[config.mk]
export PLATFORM = sky130hd
export DESIGN_NAME = two_dim_histogram_binner
export DESIGN_NICKNAME = d
export VERILOG_FILES = /design/src/design/thb_pkg.sv /design/src/design/two_dim_histogram_binner.sv /design/src/design/thb_front.sv /design/src/design/thb_queue.sv /design/src/design/thb_back.sv
export VERILOG_INCLUDE_DIRS = /design/src /design/src/design
export SDC_FILE = /design/constraint.sdc
export NUM_CORES = 2
export LEC_CHECK = 0
export BUFFER_PORTS_ARGS = -buffer_cell sky130_fd_sc_hd__buf_4
export CAP_MARGIN = 20
export CORE_MARGIN = 4
export CORE_UTILIZATION = 60
export DETAILED_ROUTE_END_ITERATION = 8
export PLACE_DENSITY = 0.74
export SLEW_MARGIN = 5
export SYNTH_ARGS = -nofsm -noshare
export SYNTH_HDL_FRONTEND = slang
export SYNTH_SLANG_ARGS = --single-unit
[constraint.sdc]
create_clock -name clk -period 19.4 [get_ports clk]
set_input_delay 2.91 -clock clk [delete_from_list [all_inputs] [get_ports clk]]
set_output_delay 2.91 -clock clk [all_outputs]
set_load 0.02 [all_outputs]
[src/design/two_dim_histogram_binner_defines.svh]
// Assertion macros for the two-dimensional histogram binner.
// Expects clk and rst in the scope where a macro is used.
`ifndef TWO_DIM_HISTOGRAM_BINNER_DEFINES_SVH
`define TWO_DIM_HISTOGRAM_BINNER_DEFINES_SVH

// Same-cycle implication, off during reset.
`define THB_ASSERT_IMP(name, ante, cons) \
  name: assert property (@(posedge clk) disable iff (rst) (ante) |-> (cons)) \
    else $error("histogram binner check failed");

// Next-cycle implication, off during reset.
`define THB_ASSERT_NEXT(name, ante, cons) \
  name: assert property (@(posedge clk) disable iff (rst) (ante) |=> (cons)) \
    else $error("histogram binner check failed");

`endif

[src/design/thb_pkg.sv]
// Shared types and constants for the two-dimensional histogram binner.
// No dependencies; imported by every module of the block.
`timescale 1ns / 1ps
`default_nettype none
package thb_pkg;

  localparam int DEF_MAX_EDGES   = 7;
  localparam int DEF_COUNT_WIDTH = 32;

  localparam int VAL_W   = 32;
  localparam int BIN_W   = 3;
  localparam int ADDR_W  = 2 * BIN_W;
  localparam int CELLS   = 1 << ADDR_W;
  localparam int CFG_IDX_W = 3;
  localparam int CFG_DATA_W = 32;
  localparam int QUEUE_DEPTH = 2;

  // Command codes
  localparam logic [1:0] CMD_FILL  = 2'd0;
  localparam logic [1:0] CMD_READ  = 2'd1;
  localparam logic [1:0] CMD_WRITE = 2'd2;

  // Configuration register indexes
  localparam logic [CFG_IDX_W-1:0] REG_EDGES_IN_USE = 3'd7;
  localparam logic [BIN_W-1:0] RESET_EDGES_IN_USE = 3'd7;

  // Classified request handed from front to back
  typedef struct packed {
    logic [1:0]       cmd;
    logic [BIN_W-1:0] col;
    logic [BIN_W-1:0] row;
    logic             err;
    logic [VAL_W-1:0] wdata;
  } thb_entry_t;

endpackage
`default_nettype wire

[src/design/two_dim_histogram_binner.sv]
// Two-dimensional histogram binner with programmable bin edges.
// Input channel in_valid/in_stall carries one request per accept: cmd selects
// fill (bin x_value/y_value and bump that cell), read cell or write cell.
// Output channel out_valid/out_stall returns exactly one result per request,
// in order: bins or echoed indices, cell content, fill total, index error.
// Configuration: cfg_write with cfg_index 0..6 sets the signed Q16.16 edges,
// index 7 sets edges_in_use; write only while no request is in flight.
// Path: an accepted request passes the queue slot, then the request latch
// with its cell read, then the result register. The store takes the next request
// only after the last result registers, due to its single-port read-modify-write.
// A two-entry queue sits between binning and the store, so the input keeps
// taking requests while a result waits on a stalled receiver; once the queue
// fills, in_stall rises. A stalled result holds steady.
// Reset: all cells read as zero (per-cell valid flags), fill total zero, edges
// zero, edges_in_use seven; the block is ready as soon as reset is released.
// Depends on thb_pkg, thb_front, thb_queue and thb_back.
`timescale 1ns / 1ps
`default_nettype none
module two_dim_histogram_binner #(
  parameter int MAX_EDGES   = thb_pkg::DEF_MAX_EDGES,
  parameter int COUNT_WIDTH = thb_pkg::DEF_COUNT_WIDTH
) (
  input  wire logic                              clk,
  input  wire logic                              rst,
  input  wire logic                              cfg_write,
  input  wire logic [thb_pkg::CFG_IDX_W-1:0]     cfg_index,
  input  wire logic [thb_pkg::CFG_DATA_W-1:0]    cfg_data,
  input  wire logic                              in_valid,
  output logic                                   in_stall,
  input  wire logic [1:0]                        cmd,
  input  wire logic signed [thb_pkg::VAL_W-1:0]  x_value,
  input  wire logic signed [thb_pkg::VAL_W-1:0]  y_value,
  input  wire logic [thb_pkg::BIN_W-1:0]         col_index,
  input  wire logic [thb_pkg::BIN_W-1:0]         row_index,
  input  wire logic [thb_pkg::VAL_W-1:0]         write_count,
  output logic                                   out_valid,
  input  wire logic                              out_stall,
  output logic [thb_pkg::BIN_W-1:0]              col_bin,
  output logic [thb_pkg::BIN_W-1:0]              row_bin,
  output logic [thb_pkg::VAL_W-1:0]              cell_count,
  output logic [thb_pkg::VAL_W-1:0]              total_fills,
  output logic                                   index_error
);
  import thb_pkg::*;

  logic       q_push;
  logic       q_pop;
  logic       q_full;
  logic       q_not_empty;
  thb_entry_t q_in;
  thb_entry_t q_head;

  thb_front #(
    .MAX_EDGES (MAX_EDGES)
  ) u_front (
    .clk         (clk),
    .rst         (rst),
    .cfg_write   (cfg_write),
    .cfg_index   (cfg_index),
    .cfg_data    (cfg_data),
    .in_valid    (in_valid),
    .in_stall    (in_stall),
    .cmd         (cmd),
    .x_value     (x_value),
    .y_value     (y_value),
    .col_index   (col_index),
    .row_index   (row_index),
    .write_count (write_count),
    .q_push      (q_push),
    .q_entry     (q_in),
    .q_full      (q_full)
  );

  thb_queue u_queue (
    .clk        (clk),
    .rst        (rst),
    .push       (q_push),
    .push_entry (q_in),
    .full       (q_full),
    .pop        (q_pop),
    .head       (q_head),
    .not_empty  (q_not_empty)
  );

  thb_back #(
    .COUNT_WIDTH (COUNT_WIDTH)
  ) u_back (
    .clk         (clk),
    .rst         (rst),
    .q_head      (q_head),
    .q_not_empty (q_not_empty),
    .q_pop       (q_pop),
    .out_valid   (out_valid),
    .out_stall   (out_stall),
    .col_bin     (col_bin),
    .row_bin     (row_bin),
    .cell_count  (cell_count),
    .total_fills (total_fills),
    .index_error (index_error)
  );

endmodule
`default_nettype wire

[src/design/thb_front.sv]
// Front end: holds the bin edge registers, bins fill samples and checks
// read/write indices. Depends on thb_pkg.
`timescale 1ns / 1ps
`default_nettype none
module thb_front #(
  parameter int MAX_EDGES = thb_pkg::DEF_MAX_EDGES
) (
  input  wire logic                            clk,
  input  wire logic                            rst,
  input  wire logic                            cfg_write,
  input  wire logic [thb_pkg::CFG_IDX_W-1:0]   cfg_index,
  input  wire logic [thb_pkg::CFG_DATA_W-1:0]  cfg_data,
  input  wire logic                            in_valid,
  output logic                                 in_stall,
  input  wire logic [1:0]                      cmd,
  input  wire logic signed [thb_pkg::VAL_W-1:0] x_value,
  input  wire logic signed [thb_pkg::VAL_W-1:0] y_value,
  input  wire logic [thb_pkg::BIN_W-1:0]       col_index,
  input  wire logic [thb_pkg::BIN_W-1:0]       row_index,
  input  wire logic [thb_pkg::VAL_W-1:0]       write_count,
  output logic                                 q_push,
  output thb_pkg::thb_entry_t                  q_entry,
  input  wire logic                            q_full
);
  import thb_pkg::*;

  logic signed [VAL_W-1:0] edge_reg [MAX_EDGES];
  logic [BIN_W-1:0]        edges_in_use;
  logic [BIN_W-1:0]        n_use;
  logic [BIN_W:0]          dim;
  logic [BIN_W-1:0]        x_bin;
  logic [BIN_W-1:0]        y_bin;
  logic                    idx_bad;

  for (genvar i = 0; i < MAX_EDGES; i++) begin : g_edge
    always_ff @(posedge clk) begin
      if (rst) begin
        edge_reg[i] <= '0;
      end else if (cfg_write && cfg_index == CFG_IDX_W'(i)) begin
        edge_reg[i] <= VAL_W'(cfg_data);
      end
    end
  end

  always_ff @(posedge clk) begin
    if (rst) begin
      edges_in_use <= RESET_EDGES_IN_USE;
    end else if (cfg_write && cfg_index == REG_EDGES_IN_USE) begin
      edges_in_use <= cfg_data[BIN_W-1:0];
    end
  end

  // Clamp the edge count into 1 .. MAX_EDGES
  always_comb begin
    if (edges_in_use == '0) begin
      n_use = BIN_W'(1);
    end else if (edges_in_use > BIN_W'(MAX_EDGES)) begin
      n_use = BIN_W'(MAX_EDGES);
    end else begin
      n_use = edges_in_use;
    end
    dim = {1'b0, n_use} + (BIN_W+1)'(1);
  end

  // Bin = number of active edges at or below the sample
  function automatic logic [BIN_W-1:0] bin_of(input logic signed [VAL_W-1:0] v,
                                              input logic [BIN_W-1:0] n);
    logic [BIN_W-1:0] cnt;
    cnt = '0;
    for (int i = 0; i < MAX_EDGES; i++) begin
      if (BIN_W'(i) < n && edge_reg[i] <= v) begin
        cnt = cnt + BIN_W'(1);
      end
    end
    return cnt;
  endfunction

  always_comb begin
    x_bin   = bin_of(x_value, n_use);
    y_bin   = bin_of(y_value, n_use);
    idx_bad = ({1'b0, col_index} >= dim) || ({1'b0, row_index} >= dim);
  end

  always_comb begin
    q_entry.cmd   = cmd;
    q_entry.wdata = write_count;
    case (cmd)
      CMD_FILL: begin
        q_entry.col = x_bin;
        q_entry.row = y_bin;
        q_entry.err = 1'b0;
      end
      CMD_READ, CMD_WRITE: begin
        q_entry.col = col_index;
        q_entry.row = row_index;
        q_entry.err = idx_bad;
      end
      default: begin
        q_entry.col = '0;
        q_entry.row = '0;
        q_entry.err = 1'b0;
      end
    endcase
  end

  assign in_stall = q_full;
  assign q_push   = in_valid && !q_full;

endmodule
`default_nettype wire

[src/design/thb_queue.sv]
// Short request queue between the front end and the cell store.
// Depends on thb_pkg for the entry type and depth.
`timescale 1ns / 1ps
`default_nettype none
module thb_queue (
  input  wire logic                clk,
  input  wire logic                rst,
  input  wire logic                push,
  input  thb_pkg::thb_entry_t      push_entry,
  output logic                     full,
  input  wire logic                pop,
  output thb_pkg::thb_entry_t      head,
  output logic                     not_empty
);
  import thb_pkg::*;

  localparam int PTR_W = $clog2(QUEUE_DEPTH);
  localparam int CNT_W = $clog2(QUEUE_DEPTH + 1);

  thb_entry_t         slots [QUEUE_DEPTH];
  logic [PTR_W-1:0]   wr_ptr;
  logic [PTR_W-1:0]   rd_ptr;
  logic [CNT_W-1:0]   count;

  // Depth is a power of two, so the pointers wrap on their own
  always_ff @(posedge clk) begin
    if (rst) begin
      wr_ptr <= '0;
      rd_ptr <= '0;
      count  <= '0;
    end else begin
      if (push) begin
        wr_ptr <= wr_ptr + PTR_W'(1);
      end
      if (pop) begin
        rd_ptr <= rd_ptr + PTR_W'(1);
      end
      if (push && !pop) begin
        count <= count + CNT_W'(1);
      end else if (pop && !push) begin
        count <= count - CNT_W'(1);
      end
    end
  end

  always_ff @(posedge clk) begin
    if (push) begin
      slots[wr_ptr] <= push_entry;
    end
  end

  assign head      = slots[rd_ptr];
  assign full      = (count == CNT_W'(QUEUE_DEPTH));
  assign not_empty = (count != '0);

endmodule
`default_nettype wire

[src/design/thb_back.sv]
// Back end: read-modify-write of the cell store, fill total and result register.
// Depends on thb_pkg and the assertion macros header.
`timescale 1ns / 1ps
`default_nettype none
`include "two_dim_histogram_binner_defines.svh"
module thb_back #(
  parameter int COUNT_WIDTH = thb_pkg::DEF_COUNT_WIDTH
) (
  input  wire logic                         clk,
  input  wire logic                         rst,
  input  thb_pkg::thb_entry_t               q_head,
  input  wire logic                         q_not_empty,
  output logic                              q_pop,
  output logic                              out_valid,
  input  wire logic                         out_stall,
  output logic [thb_pkg::BIN_W-1:0]         col_bin,
  output logic [thb_pkg::BIN_W-1:0]         row_bin,
  output logic [thb_pkg::VAL_W-1:0]         cell_count,
  output logic [thb_pkg::VAL_W-1:0]         total_fills,
  output logic                              index_error
);
  import thb_pkg::*;

  localparam logic S_IDLE = 1'b0;
  localparam logic S_EXEC = 1'b1;
  localparam logic [COUNT_WIDTH-1:0] COUNT_MAX = {COUNT_WIDTH{1'b1}};

  logic                   state;
  logic                   state_next;
  thb_entry_t             op;
  logic [ADDR_W-1:0]      op_addr;
  logic [COUNT_WIDTH-1:0] cells [CELLS];
  logic [CELLS-1:0]       cell_valid;
  logic [COUNT_WIDTH-1:0] rdata;
  logic                   rdata_valid;
  logic [COUNT_WIDTH-1:0] cur;
  logic [COUNT_WIDTH-1:0] new_val;
  logic [COUNT_WIDTH-1:0] res_val;
  logic                   mem_we;
  logic [COUNT_WIDTH-1:0] fill_total;
  logic [COUNT_WIDTH-1:0] fill_total_next;
  logic                   out_free;
  logic                   advance;

  assign op_addr  = {op.col, op.row};
  assign out_free = !out_valid || !out_stall;
  assign advance  = (state == S_EXEC) && out_free;
  assign q_pop    = (state == S_IDLE) && q_not_empty;

  always_comb begin
    state_next = state;
    case (state)
      S_IDLE:  if (q_not_empty) state_next = S_EXEC;
      S_EXEC:  if (out_free) state_next = S_IDLE;
      default: state_next = S_IDLE;
    endcase
  end

  // Latch the request and read its cell at the same edge
  always_ff @(posedge clk) begin
    if (q_pop) begin
      op          <= q_head;
      rdata       <= cells[{q_head.col, q_head.row}];
      rdata_valid <= cell_valid[{q_head.col, q_head.row}];
    end
  end

  always_comb begin
    cur             = rdata_valid ? rdata : '0;
    new_val         = cur;
    res_val         = '0;
    mem_we          = 1'b0;
    fill_total_next = fill_total;
    case (op.cmd)
      CMD_FILL: begin
        if (cur != COUNT_MAX) new_val = cur + COUNT_WIDTH'(1);
        if (fill_total != COUNT_MAX) fill_total_next = fill_total + COUNT_WIDTH'(1);
        mem_we  = advance;
        res_val = new_val;
      end
      CMD_READ: begin
        if (!op.err) res_val = cur;
      end
      CMD_WRITE: begin
        if (!op.err) begin
          new_val = COUNT_WIDTH'(op.wdata);
          mem_we  = advance;
          res_val = new_val;
        end
      end
      default: begin
        res_val = '0;
      end
    endcase
  end

  always_ff @(posedge clk) begin
    if (mem_we) begin
      cells[op_addr] <= new_val;
    end
  end

  always_ff @(posedge clk) begin
    if (rst) begin
      state      <= S_IDLE;
      cell_valid <= '0;
      fill_total <= '0;
      out_valid  <= 1'b0;
    end else begin
      state <= state_next;
      if (mem_we) begin
        cell_valid[op_addr] <= 1'b1;
      end
      if (advance) begin
        fill_total <= fill_total_next;
        out_valid  <= 1'b1;
      end else if (!out_stall) begin
        out_valid <= 1'b0;
      end
    end
  end

  always_ff @(posedge clk) begin
    if (advance) begin
      col_bin     <= (op.cmd == CMD_FILL || op.cmd == CMD_READ || op.cmd == CMD_WRITE)
                     ? op.col : '0;
      row_bin     <= (op.cmd == CMD_FILL || op.cmd == CMD_READ || op.cmd == CMD_WRITE)
                     ? op.row : '0;
      cell_count  <= VAL_W'(res_val);
      total_fills <= VAL_W'(fill_total_next);
      index_error <= op.err;
    end
  end

  `THB_ASSERT_IMP(a_we_in_exec, mem_we, state == S_EXEC && out_free)
  `THB_ASSERT_IMP(a_err_no_write, mem_we, !op.err)
  `THB_ASSERT_IMP(a_total_monotone, !$past(rst), fill_total >= $past(fill_total))
  `THB_ASSERT_NEXT(a_pop_then_exec, q_pop, state == S_EXEC)

endmodule
`default_nettype wire
==> results.ini <==
[status]
run_status=finished, final reports clean

[placed_design]
placed_area_um2=119900
hpwl_mm=200.0
gp_congestion=0.9381
portBuffers=216
dp_slack_ns=9.448

[drt]
drtIter0Drc=11793
vias_per_cell=6.534
antenna_left=0
wl_per_cell_um=28.22
vias=79725
drc=0
wl_mm=344.4
firstDrtPassIters=7

[sta]
hold_viol_final=0
fin_tns_setup_ns=0
worst_pin_slew_ns=1.222
relSlewSlack_pct=18.01
period_share_pct=46.69
fin_crit_ns=9.058
fin_worst_skew_ns=0.05063
fmax_mhz=110.4
setup_viol=0
rsz0062_at_grt=false
drv_slew=0
holdWs_ns=0.4677
layout_setup_ws_ns=10.34

[hold_path]
hold_path_class=flop to flop
hold_depth=2
hold_end=u_back.cell_valid[33]
hp-start=u_back.cell_valid[33]

[final_layout]
utilization_pct=67.69
largest_reg_flops=2048
fin_area_um2=128600
nets=10097
syn_to_final_growth_pct=12.20
drive_gt1_share_pct=10.40

[worst_setup_path]
slowest_delay_ns=0.55
critPathTopFamily=compound AO/OA/AOI/OAI gates
cp_max_fo=7
worstPathRequired_ns=20.03
r2r_slack_ns=12.31
critical_path_arrival_ns=9.69
start_kind=input pin
reg2reg_depth=27
timing.critical_path.slowest_stage_cell=a2111oi_0
critPathBufInv=3
worstSetupPathType=input pin to flop
path_common_cell=ha_1
end_kind=flop
r2r-start=u_front.edge_reg[0][1]
reg2reg_to=u_queue.slots[0][38]

[global_routing]
grt_use_total_pct=34.17
antenna_found_initial=17
grt_pass1_vias=75976
grt_start_max_net_pins=172
grt.overflow.total=0
grt_pass1_wl_mm=501.0

[clock_network]
cts_buffers=279
clkTransAtPathRegs_ns=0.05
cts_resized=0
clk_latency_ns=0.96
tritoncts=yes
clock_path_buffers=4
root_buffer=clkbuf_16
h-tree-depth=5
cts.sinks=2605
post-cts-setup-buffers=0
ctsHoldBuffers=0

[synthesis]
synth-xor-area-share_pct=0.8646
synth_top_area_share_pct=65.47
synth_cell_types=98
synthArstFlopShare_pct=0
synth_nets=9963
yosys_most_used_dff=edfxtp_1
yosysSeqAreaShare_pct=67.32
synthSimpleGateAreaFrac_pct=17.44
synth_area_leaders=edfxtp_1 (65%), nand2_1 (7.5%), ha_1 (5.2%)
synth-edff-count=2499
synth_top_family_by_area=simple AND/OR/NAND/NOR gates
synthCells=9347
synth_compound_area_share_pct=6.550
synth-seq-cells=2605
synth.avg_cell_area_um2=12.26
muxShareOfSynthArea_pct=0.4912
syn-cell-area_um2=114600
yosysWarnings=0
synth_adder_area_share_pct=5.152
yosysTopAreaCell=edfxtp_1

[floorplanning]
die_area_um2=198100
coreArea_um2=190000
fp.dieH_um=445.1
start_util_pct=60.33
rows=160
die_width_um=445.1
pin_count=217

[power]
power.density_nw_per_um2=146.9
leakagePower_nw=46.57
irDropWorstVdd_uv=158.9

[run]
cap_violations=0

placed cells by master, fill, tap and decap left out, types with 18 or more instances in the layout:
cell type / instances
a311oi_1: 363
nand2_1: 2276
nand3_1: 1127
bufinv_16: 23
a31oi_1: 41
clkinv_1: 52
clkbuf_16: 288
buf_4: 385
nor2b_1: 31
ha_1: 472
or3_1: 25
nor3_1: 53
nor2_1: 227
edfxtp_1: 2499
clkbuf_1: 64
and2_1: 233
a22oi_1: 18
xnor2_1: 45
a21oi_1: 198
mux2_2: 38
nor2_4: 67
and3_1: 158
o21ai_4: 19
inv_1: 106
clkinv_2: 34
or2_2: 19
o21ai_0: 109
nand4_1: 110
dfxtp_1: 105
xor2_1: 55
o21a_1: 29
a21o_1: 97
worst min-delay path, cell delays in order (launching register included):
cell	delay, ns
dfxtp_1	0.32
nor2_1	0.05
nor2_1	0.06
layer usage:
| metal | GRT usage [%] | vias up | share of wire, % |
|---|---|---|---|
| met5 | 0 | - | 0.011 |
| met4 | 13.75 | 6 | 4.4 |
| met3 | 7.356 | 745 | 12 |
| met2 | 52.77 | 5044 | 46 |
| met1 | 47.82 | 39173 | 38 |
| li1 | - | 34757 | - |
stage by stage:
stage | power (mW) | cells
finish | 18.89 | 12202
floorplan | 11.21 | 9347
detailed placement | 13.69 | 11710
CTS | 18.80 | 12189
global route | 19.55 | 12191
global placement | 13.54 | 11708
cell families (layout without fill, tap and decap cells):
kind of cell / Yosys count / in the layout
AND/OR/NAND/NOR: 4423 / 4423
flip-flops: 2605 / 2605
AO/OA/AOI/OAI: 1033 / 1033
buffers and inverters: 659 / 991
adder cells (fa/ha/maj): 472 / 472
XOR/XNOR: 105 / 105
multiplexers: 50 / 50
other: 0 / 12
worst max path at each step:
stage,to,cells after the start,start,slack (ns)
after detailed placement,u_queue.slots[0][38],29,x_value[1],9.45
after global placement,u_queue.slots[0][38],29,x_value[1],9.56
after CTS,u_queue.slots[1][38],29,x_value[1],10.39
after global routing,u_queue.slots[1][38],29,x_value[1],10.12
after floorplan,u_queue.slots[0][38],28,x_value[9],10.43
final,u_queue.slots[0][38],29,x_value[1],10.34
cells in the mapped netlist, drive strengths merged (114+ instances only):
cell and number:
nand2 2278, clkbuf 497, ha 472, nor2 297
and2 233, o21ai 134, a21oi 206, and3 159
nand3 1129, a311oi 363, edfxtp 2499, nand4 114
final cells by class:
cell class,instances,area (um^2)
fillers,13052,61380
well taps,2511,3142
diodes,12,30.03
repair buffers,399,3166
clock inverters,124,1202
flip-flops and latches,2605,77170
clock buffers,355,7488
inverters,113,447.9
multi-input cells,6083,35960
where the power goes:
group	internal, mW	switching (mW)	total [mW]
Sequential	7.59	0.185	7.77
Combinational	1.37	4.59	5.97
Clock	3.03	2.12	5.15
(Power assumes the default switching activity.)
